File: src/rtl/core/first_fit_heap_allocator_assert.svh
// ---------------------------------------------------------------------------
// first_fit_heap_allocator assertion macros
// shared assertion forms, clocked on clock and disabled while reset is high
// ---------------------------------------------------------------------------
`ifndef FIRST_FIT_HEAP_ALLOCATOR_ASSERT_SVH
`define FIRST_FIT_HEAP_ALLOCATOR_ASSERT_SVH

// same-cycle implication
`define FFHA_ASSERT_NOW(label, ante, cons) \
   label: assert property (@(posedge clock) disable iff (reset) (ante) |-> (cons)) \
      else $error("ffha assertion failed");

// next-cycle implication
`define FFHA_ASSERT_NEXT(label, ante, cons) \
   label: assert property (@(posedge clock) disable iff (reset) (ante) |=> (cons)) \
      else $error("ffha assertion failed");

`endif

File: src/rtl/core/ffha_pkg.sv
`timescale 1ns / 1ps
// ---------------------------------------------------------------------------
// ffha_pkg
// shared field widths, command and status codes, result bundle
// ---------------------------------------------------------------------------
package ffha_pkg;

   localparam int FIELD_W  = 17;
   localparam int CMD_W    = 2;
   localparam int STATUS_W = 2;

   // requests are rounded up to a multiple of this mask plus one
   localparam int ROUND_MASK = 3;
   // a split leaves a free block only above header plus this many bytes
   localparam int SPLIT_SLACK = 4;

   localparam logic [CMD_W-1:0] CMD_ALLOC = 2'd0;
   localparam logic [CMD_W-1:0] CMD_FREE  = 2'd1;
   localparam logic [CMD_W-1:0] CMD_INIT  = 2'd2;
   localparam logic [CMD_W-1:0] CMD_NOP   = 2'd3;

   localparam logic [STATUS_W-1:0] ST_OK   = 2'd0;
   localparam logic [STATUS_W-1:0] ST_ZERO = 2'd1;
   localparam logic [STATUS_W-1:0] ST_FULL = 2'd2;
   localparam logic [STATUS_W-1:0] ST_NULL = 2'd3;

   typedef struct packed {
      logic                valid;
      logic [FIELD_W-1:0]  offset;
      logic [STATUS_W-1:0] status;
   } ffha_result_type;

endpackage

File: src/rtl/core/ffha_ctrl.sv
`timescale 1ns / 1ps
`include "first_fit_heap_allocator_assert.svh"
// ---------------------------------------------------------------------------
// ffha_ctrl
// command sequencer: first-fit walk, split, bump, free and merge pass
// ---------------------------------------------------------------------------
module ffha_ctrl #(
   parameter int HEAP_BYTES   = 65536,
   parameter int HEADER_BYTES = 8,
   localparam int GRAN   = (HEADER_BYTES % 4 == 0) ? 4 : ((HEADER_BYTES % 2 == 0) ? 2 : 1),
   localparam int DEPTH  = (HEAP_BYTES + GRAN - 1) / GRAN,
   localparam int AW     = $clog2(DEPTH),
   localparam int SIZE_W = $clog2(HEAP_BYTES + 1)
) (
   input  logic                             clock,
   input  logic                             reset,
   input  logic                             start,
   input  logic [ffha_pkg::CMD_W-1:0]       req_command,
   input  logic [ffha_pkg::FIELD_W-1:0]     req_alloc_size,
   input  logic [ffha_pkg::FIELD_W-1:0]     req_block_offset,
   output logic                             ready,
   output ffha_pkg::ffha_result_type        res,
   input  logic                             take,
   output logic                             hdr_wr_en,
   output logic [AW-1:0]                    hdr_wr_addr,
   output logic [SIZE_W:0]                  hdr_wr_data,
   output logic                             hdr_rd_en,
   output logic [AW-1:0]                    hdr_rd_addr,
   input  logic [SIZE_W:0]                  hdr_rd_data
);

   import ffha_pkg::*;

   localparam int GRAN_SH = $clog2(GRAN);
   localparam int BASE_W  = (SIZE_W > FIELD_W) ? SIZE_W : FIELD_W;
   localparam int POS_W   = BASE_W + 2;

   localparam logic [POS_W-1:0]  HDR     = POS_W'(HEADER_BYTES);
   localparam logic [POS_W-1:0]  HEAP_P  = POS_W'(HEAP_BYTES);
   localparam logic [POS_W-1:0]  SPLIT_P = POS_W'(HEADER_BYTES + SPLIT_SLACK);
   localparam logic [POS_W-1:0]  RND_P   = POS_W'(ROUND_MASK);
   localparam logic [SIZE_W-1:0] HEAP_SZ = SIZE_W'(HEAP_BYTES);

   typedef enum logic [9:0] {
      S_IDLE     = 10'b00_0000_0001,
      S_FIT_CHK  = 10'b00_0000_0010,
      S_FIT_EVAL = 10'b00_0000_0100,
      S_SPLIT    = 10'b00_0000_1000,
      S_FREE_WR  = 10'b00_0001_0000,
      S_MRG_CHK  = 10'b00_0010_0000,
      S_MRG_CUR  = 10'b00_0100_0000,
      S_MRG_ADV  = 10'b00_1000_0000,
      S_MRG_NXT  = 10'b01_0000_0000,
      S_DONE     = 10'b10_0000_0000
   } state_type;

   function automatic logic [AW-1:0] to_idx(input logic [POS_W-1:0] pos);
      logic [POS_W-1:0] g;
      g = pos >> GRAN_SH;
      return g[AW-1:0];
   endfunction

   state_type          state_ff, state_in;
   logic [SIZE_W-1:0]  top_ff, top_in;
   logic [POS_W-1:0]   cur_ff, cur_in;
   logic [POS_W-1:0]   nxt_ff, nxt_in;
   logic [POS_W-1:0]   need_ff, need_in;
   logic [SIZE_W-1:0]  csize_ff, csize_in;
   logic               cfree_ff, cfree_in;
   logic [FIELD_W-1:0] res_off_ff, res_off_in;
   logic [STATUS_W-1:0] res_st_ff, res_st_in;

   logic [POS_W-1:0]  top_ext, off_ext, off_hdr, need_calc, rd_size_ext;
   logic [POS_W-1:0]  fit_next, bump_end, split_pos, adv_nxt, mrg_sum, rest_ext;
   logic [SIZE_W-1:0] rd_size, rest, mrg_sat;
   logic              rd_free, free_in_range, free_aligned;
   logic              rd_wait_state;

   assign top_ext     = POS_W'(top_ff);
   assign off_ext     = POS_W'(req_block_offset);
   assign off_hdr     = off_ext - HDR;
   assign need_calc   = (POS_W'(req_alloc_size) + RND_P) & ~RND_P;
   assign rd_size     = hdr_rd_data[SIZE_W-1:0];
   assign rd_free     = hdr_rd_data[SIZE_W];
   assign rd_size_ext = POS_W'(rd_size);

   assign free_in_range = (off_ext >= HDR) && (off_hdr < HEAP_P);
   assign free_aligned  = (off_hdr % GRAN) == '0;

   assign fit_next  = cur_ff + HDR + rd_size_ext;
   assign bump_end  = top_ext + HDR + need_ff;
   assign split_pos = cur_ff + HDR + need_ff;
   assign rest      = rd_size - need_ff[SIZE_W-1:0];
   assign rest_ext  = POS_W'(rest);
   assign adv_nxt   = cur_ff + HDR + POS_W'(csize_ff);
   assign mrg_sum   = POS_W'(csize_ff) + HDR + rd_size_ext;
   assign mrg_sat   = (mrg_sum >= HEAP_P) ? HEAP_SZ : mrg_sum[SIZE_W-1:0];

   always_comb begin
      state_in    = state_ff;
      top_in      = top_ff;
      cur_in      = cur_ff;
      nxt_in      = nxt_ff;
      need_in     = need_ff;
      csize_in    = csize_ff;
      cfree_in    = cfree_ff;
      res_off_in  = res_off_ff;
      res_st_in   = res_st_ff;
      hdr_wr_en   = 1'b0;
      hdr_wr_addr = '0;
      hdr_wr_data = '0;
      hdr_rd_en   = 1'b0;
      hdr_rd_addr = '0;

      unique case (state_ff)
         S_IDLE: begin
            if (start) begin
               res_off_in = '0;
               res_st_in  = ST_OK;
               unique case (req_command)
                  CMD_ALLOC: begin
                     if (req_alloc_size == '0) begin
                        res_st_in = ST_ZERO;
                        state_in  = S_DONE;
                     end else begin
                        need_in  = need_calc;
                        cur_in   = '0;
                        state_in = S_FIT_CHK;
                     end
                  end
                  CMD_FREE: begin
                     if (req_block_offset == '0) begin
                        res_st_in = ST_NULL;
                        state_in  = S_DONE;
                     end else if (!free_in_range) begin
                        state_in = S_DONE;
                     end else if (free_aligned) begin
                        // fetch the header to set its free flag
                        hdr_rd_en   = 1'b1;
                        hdr_rd_addr = to_idx(off_hdr);
                        cur_in      = off_hdr;
                        state_in    = S_FREE_WR;
                     end else begin
                        // entry off the granule grid is never on the chain
                        cur_in   = '0;
                        state_in = S_MRG_CHK;
                     end
                  end
                  CMD_INIT: begin
                     top_in   = '0;
                     state_in = S_DONE;
                  end
                  CMD_NOP: begin
                     state_in = S_DONE;
                  end
               endcase
            end
         end

         S_FIT_CHK: begin
            if (cur_ff < top_ext) begin
               hdr_rd_en   = 1'b1;
               hdr_rd_addr = to_idx(cur_ff);
               state_in    = S_FIT_EVAL;
            end else if (bump_end > HEAP_P) begin
               res_st_in = ST_FULL;
               state_in  = S_DONE;
            end else begin
               hdr_wr_en   = 1'b1;
               hdr_wr_addr = to_idx(top_ext);
               hdr_wr_data = {1'b0, need_ff[SIZE_W-1:0]};
               res_off_in  = FIELD_W'(top_ext + HDR);
               top_in      = bump_end[SIZE_W-1:0];
               state_in    = S_DONE;
            end
         end

         S_FIT_EVAL: begin
            if (rd_free && (rd_size_ext >= need_ff)) begin
               res_off_in = FIELD_W'(cur_ff + HDR);
               if (rest_ext > SPLIT_P) begin
                  hdr_wr_en   = split_pos < HEAP_P;
                  hdr_wr_addr = to_idx(split_pos);
                  hdr_wr_data = {1'b1, rest - SIZE_W'(HEADER_BYTES)};
                  state_in    = S_SPLIT;
               end else begin
                  hdr_wr_en   = 1'b1;
                  hdr_wr_addr = to_idx(cur_ff);
                  hdr_wr_data = {1'b0, rd_size};
                  state_in    = S_DONE;
               end
            end else begin
               cur_in   = fit_next;
               state_in = S_FIT_CHK;
            end
         end

         S_SPLIT: begin
            hdr_wr_en   = 1'b1;
            hdr_wr_addr = to_idx(cur_ff);
            hdr_wr_data = {1'b0, need_ff[SIZE_W-1:0]};
            state_in    = S_DONE;
         end

         S_FREE_WR: begin
            hdr_wr_en   = 1'b1;
            hdr_wr_addr = to_idx(cur_ff);
            hdr_wr_data = {1'b1, rd_size};
            cur_in      = '0;
            state_in    = S_MRG_CHK;
         end

         S_MRG_CHK: begin
            if (cur_ff < top_ext) begin
               hdr_rd_en   = 1'b1;
               hdr_rd_addr = to_idx(cur_ff);
               state_in    = S_MRG_CUR;
            end else begin
               state_in = S_DONE;
            end
         end

         S_MRG_CUR: begin
            csize_in = rd_size;
            cfree_in = rd_free;
            state_in = S_MRG_ADV;
         end

         S_MRG_ADV: begin
            if (adv_nxt >= top_ext) begin
               state_in = S_DONE;
            end else begin
               hdr_rd_en   = 1'b1;
               hdr_rd_addr = to_idx(adv_nxt);
               nxt_in      = adv_nxt;
               state_in    = S_MRG_NXT;
            end
         end

         S_MRG_NXT: begin
            if (cfree_ff && rd_free) begin
               // absorb the neighbor, keep the merged size locally
               hdr_wr_en   = 1'b1;
               hdr_wr_addr = to_idx(cur_ff);
               hdr_wr_data = {1'b1, mrg_sat};
               csize_in    = mrg_sat;
               state_in    = (mrg_sum >= HEAP_P) ? S_DONE : S_MRG_ADV;
            end else begin
               cur_in   = nxt_ff;
               csize_in = rd_size;
               cfree_in = rd_free;
               state_in = S_MRG_ADV;
            end
         end

         S_DONE: begin
            if (take) begin
               state_in = S_IDLE;
            end
         end

         default: begin
            state_in = S_IDLE;
         end
      endcase
   end

   always_ff @(posedge clock) begin
      if (reset) begin
         state_ff <= S_IDLE;
         top_ff   <= '0;
      end else begin
         state_ff <= state_in;
         top_ff   <= top_in;
      end
   end

   always_ff @(posedge clock) begin
      cur_ff     <= cur_in;
      nxt_ff     <= nxt_in;
      need_ff    <= need_in;
      csize_ff   <= csize_in;
      cfree_ff   <= cfree_in;
      res_off_ff <= res_off_in;
      res_st_ff  <= res_st_in;
   end

   assign ready      = state_ff == S_IDLE;
   assign res.valid  = state_ff == S_DONE;
   assign res.offset = res_off_ff;
   assign res.status = res_st_ff;

   // states that consume the header read issued in the previous cycle
   assign rd_wait_state = (state_ff == S_FIT_EVAL) || (state_ff == S_FREE_WR) ||
                          (state_ff == S_MRG_CUR)  || (state_ff == S_MRG_NXT);

   `FFHA_ASSERT_NOW(a_top_in_heap, 1'b1, top_ff <= HEAP_SZ)
   `FFHA_ASSERT_NOW(a_no_rw_clash, hdr_wr_en && hdr_rd_en, hdr_wr_addr != hdr_rd_addr)
   `FFHA_ASSERT_NEXT(a_read_consumed, hdr_rd_en, rd_wait_state)
   `FFHA_ASSERT_NOW(a_fail_no_offset, state_ff == S_DONE && res_st_ff != ST_OK, res_off_ff == '0)

endmodule

File: config.mk
export PLATFORM = sky130hd
export DESIGN_NAME = ffha_ctrl
export DESIGN_NICKNAME = d
export VERILOG_FILES = /design/src/rtl/core/ffha_pkg.sv /design/src/rtl/core/ffha_ctrl.sv
export VERILOG_INCLUDE_DIRS = /design/src /design/src/rtl/core
export SDC_FILE = /design/constraint.sdc
export NUM_CORES = 1
export LEC_CHECK = 0
export BUFFER_PORTS_ARGS = -buffer_cell sky130_fd_sc_hd__buf_2
export CORE_UTILIZATION = 62
export DETAILED_ROUTE_END_ITERATION = 16
export PLACE_DENSITY_LB_ADDON = 0.08
export SETUP_SLACK_MARGIN = 0.1
export SYNTH_ARGS = -nofsm -noshare
export SYNTH_HDL_FRONTEND = slang
export SYNTH_SLANG_ARGS = --single-unit
File: constraint.sdc
create_clock -name clock -period 7.7 [get_ports clock]
set_clock_uncertainty 0.2 [all_clocks]
set_input_delay 1.925 -clock clock [delete_from_list [all_inputs] [get_ports clock]]
set_output_delay 1.925 -clock clock [all_outputs]
set_load 0.1 [all_outputs]
==> results.toml <==
[place]
number_of_port_buffers = 126
gp_congestion = 1.08
place.detailed.hpwl_um = 38300
dpl-instance-area_um2 = 15000
placed_cells = 1929
placement.setup.worst_slack_ns = -0.0311

[worst_setup_path]
cp.required_ns = 5.58
crit_path_start = "cur_ff[3]"
worst_path_largest_cell_delay_ns = 0.61
critical_path.max_fanout = 16
worst_ep_arrival_time_ns = 5.61
crit-reg2reg-capture = "nxt_ff[15]"
critPathLaunchType = "flip-flop"
class_of_the_most_critical_setup_path = "reg -> out"
worst-r2r-cell-count = 21
reg2reg_from = "cur_ff[3]"
crit_chain = "ha_4, nand3_1, xnor2_1, ha_1, nor2b_1, nor2_1, a21oi_1, a31oi_2, xnor2_1, ha_1, nand4_1, o41ai_2, a21o_1, a21o_1, nor3b_2, nand3_1, mux2_2, a21boi_4, buf_12, or3b_2, buf_12"
critPathCaptureType = "primary output"
endpoint_of_the_most_critical_setup_path = "hdr_rd_en"
worst_path_max_delay_cell = "xnor2_1"
setup.reg_to_reg.worst_slack_ns = 2.11

[cells_and_area]
filler_cell_count = 1337
design.final.nets = 1915
syn_to_final_growth_pct = 27.9
regArea_um2 = 3230
final_common_cell = "ha_1"
stdcell_count = 1983
fin_area_um2 = 16300
multi_input_comb_area_um2 = 9620
most-common-layout-cells = "ha_1, nand2_1, nor2_1, inv_1"
share_of_final_layout_standard_cells_stronger_than_drive_strength_1_pct = 22.5

[pwr]
max-vdd-ir-drop_uv = 157
p_clk_share_pct = 28.3
p_leak_uw = 0.00671
switching_power_share_of_the_total_pct = 42.7
pwr-share-comb_pct = 46.6
switchingPower_uw = 1330
report.power.total_uw = 3120
power.density_cell_area_nw_per_um2 = 191
cellInternalPower_uw = 1790
power.sequential.fraction_pct = 25.2

[synthesis]
synth_fp_nets = 1712
ys.flop_type = "edfxtp_1"
ys_async_sr_fraction_pct = 0
synth.ff_latch_count = 116
synthesis.instances = 1496
synth.avg_cell_area_um2 = 8.54
synth_cell_type_count = 95
synth_enable_flop_cells = 91
mappedNetlistArea_um2 = 12800
synth-warning-count = 0
sequential_share_of_the_synthesized_area_pct = 25.3

[global_routing]
grt_start_max_net_pins = 23
gr-usage-all-layers_pct = 45.3
antenna_found_initial = 0
wire_length_of_the_first_global_routing_pass_um = 72400
grt_pass1_vias = 12600
grt_overflow = 0

[cts]
cts_hold_repair.buffers = 0
cts_inserted_buffers = 17
ctsHtreeMaxLevel = 4
clk_pin_slew_worst_paths_ns = 0.06
clock_sink_count = 116
clock_latency_at_the_later_pin_of_the_worst_skew_pair_ns = 0.43
cts_max_path_buffers = 2
cts_tree = "built"
clk_root_buffer_cell = "clkbuf_16"

[route]
drcViolationCount = 0
antenna_violating_nets_post_route = 0
wl_per_cell_um = 25.4
routed_wirelength_um = 50300
num_vias = 13900
dr.pass1.iters = 6
avgViaCountPerCell = 6.99
first_iter_violations = 1570

[die]
coreArea_um2 = 20200
floorplan.rows = 52
die_area_um2 = 21200
starting_density_of_the_core_pct = 63.2
die_height_um = 146
io-pin-count = 127
die_w_um = 146

[timing]
setup_slack_ns = -0.0334
report.final.slew_viol_count = 0
hold_viol_final = 0
max_slew.worst_pin.slew_ns = 1.09
maxSlewHeadroom_pct = 26.8
clock.fmax_mhz = 129
setup_total_neg_slack_ns = -0.0334
final.period_utilization_pct = 100
fin_crit_ns = 7.73
setup_violations = 1
setup_repair_after_global_routing_missed_its_margin = "yes"

[min_path]
hp-class = "reg -> reg"
hold_path_startpoint = "top_ff[16]"

[run_status]
failed_checks = "negative setup slack"
outcome = "finished with violations"

[run]
max_cap_viol_count = 0
==> state kept, by name, summed over array words and instances (netlist names), 2 cells and up <==
register    count
cur_ff         19
nxt_ff         19
csize_ff       17
res_off_ff     17
need_ff        16
top_ff         15
state_ff       10
res_st_ff       2
==> synth_stat cells (14+ instances only) <==
cell type	count	area share [%]
o21ai_1	15	0.59
dfxtp_1	25	3.9
inv_1	95	2.8
o21ai_0	76	3.0
ha_1	152	15
nor4_1	20	0.98
nor2b_1	24	1.2
a21o_1	31	1.8
a21oi_1	85	3.3
nand4_1	15	0.73
nand3_1	40	1.6
nand2b_1	18	0.88
xor2_1	49	3.4
nor2_1	108	3.2
a221o_1	23	1.8
nand3b_1	20	1.2
or3_1	15	0.73
and2_1	14	0.69
a22o_1	21	1.4
edfxtp_1	91	21
nor3_1	53	2.1
xnor2_1	80	5.5
o21a_1	17	1.0
clkbuf_1	22	0.65
nand2_1	134	3.9
==> how the worst min path moves through the flow <==
stage | endpoint | slack [ns] | depth (start not counted)
CTS | top_ff[16] | 0.30 | 2
finish | top_ff[16] | 0.31 | 2
global route | top_ff[16] | 0.33 | 2
global placement | top_ff[16] | 0.28 | 2
detailed placement | top_ff[16] | 0.28 | 2
floorplan | top_ff[16] | 0.26 | 2
==> critical path: cells and delay by family, from the launching register on <==
kind	cells	cell delay, ns
buf+inv	2	0.34
simple gates	7	1.20
flops	1	0.55
compound gates	6	1.20
mux	1	0.21
fa+ha+maj	3	0.86
xor+xnor	2	0.79
==> layout make-up <==
type,instances,share of cell area [%]
diodes,1,0.0153
clock buffers,18,2.63
clock inverters,14,1.24
inverters,96,2.22
multi-input cells,1244,58.8
flip-flops and latches,116,19.8
well taps,270,2.07
repair buffers,224,13.2
==> routing by layer <==
metal	GRT usage, %	share of wire, %	wire (µm)
met1	58.6	37	18700
met2	69.4	43	21600
met3	8.81	12	6160
met4	29.1	7.7	3890
met5	0	0	0
==> power groups by stage <==
stage / Combinational (µW) / Sequential, µW / Clock [µW]
2_1_floorplan: 757 / 922 / 0
3_3_place_gp: 1260 / 794 / 0
3_5_place_dp: 1290 / 795 / 0
4_1_cts: 1320 / 782 / 874
5_1_grt: 1520 / 786 / 895
6_report: 1450 / 784 / 881
==> metrics by stage <==
step | hold slack (ns) | util, %
4_1_cts | 0.296 | 78.4
6_report | 0.313 | 80.8
5_1_grt | 0.329 | 80.8
3_5_place_dp | 0.283 | 74.2
2_1_floorplan | 0.259 | -
3_3_place_gp | 0.277 | 74.2
==> kinds of logic (layout without fill, tap and decap cells) <==
family / count (synthesis) / in the layout / share of synthesized area (%)
muxes: 9 / 9 / 0.744
DFF: 116 / 116 / 25.3
buffers and inverters: 136 / 352 / 4.30
AOI/OAI and AO/OA: 432 / 432 / 24.4
adders and majority gates: 158 / 158 / 15.8
xor gates and xnor gates: 129 / 129 / 8.84
other: 0 / 1 / 0
and+or+nand+nor: 516 / 516 / 20.6
==> what timing repair did <==
item / 4_1_cts / 5_1_grt
setup endpoints to repair: 47 / 48
pin swaps: 9 / 34
cloned: 1 / 0
buffers inserted: 6 / 14
gates resized for setup: 22 / 66
hold endpoints to repair: 0 / 0
Note: power is estimated with default switching activity, not from simulation.
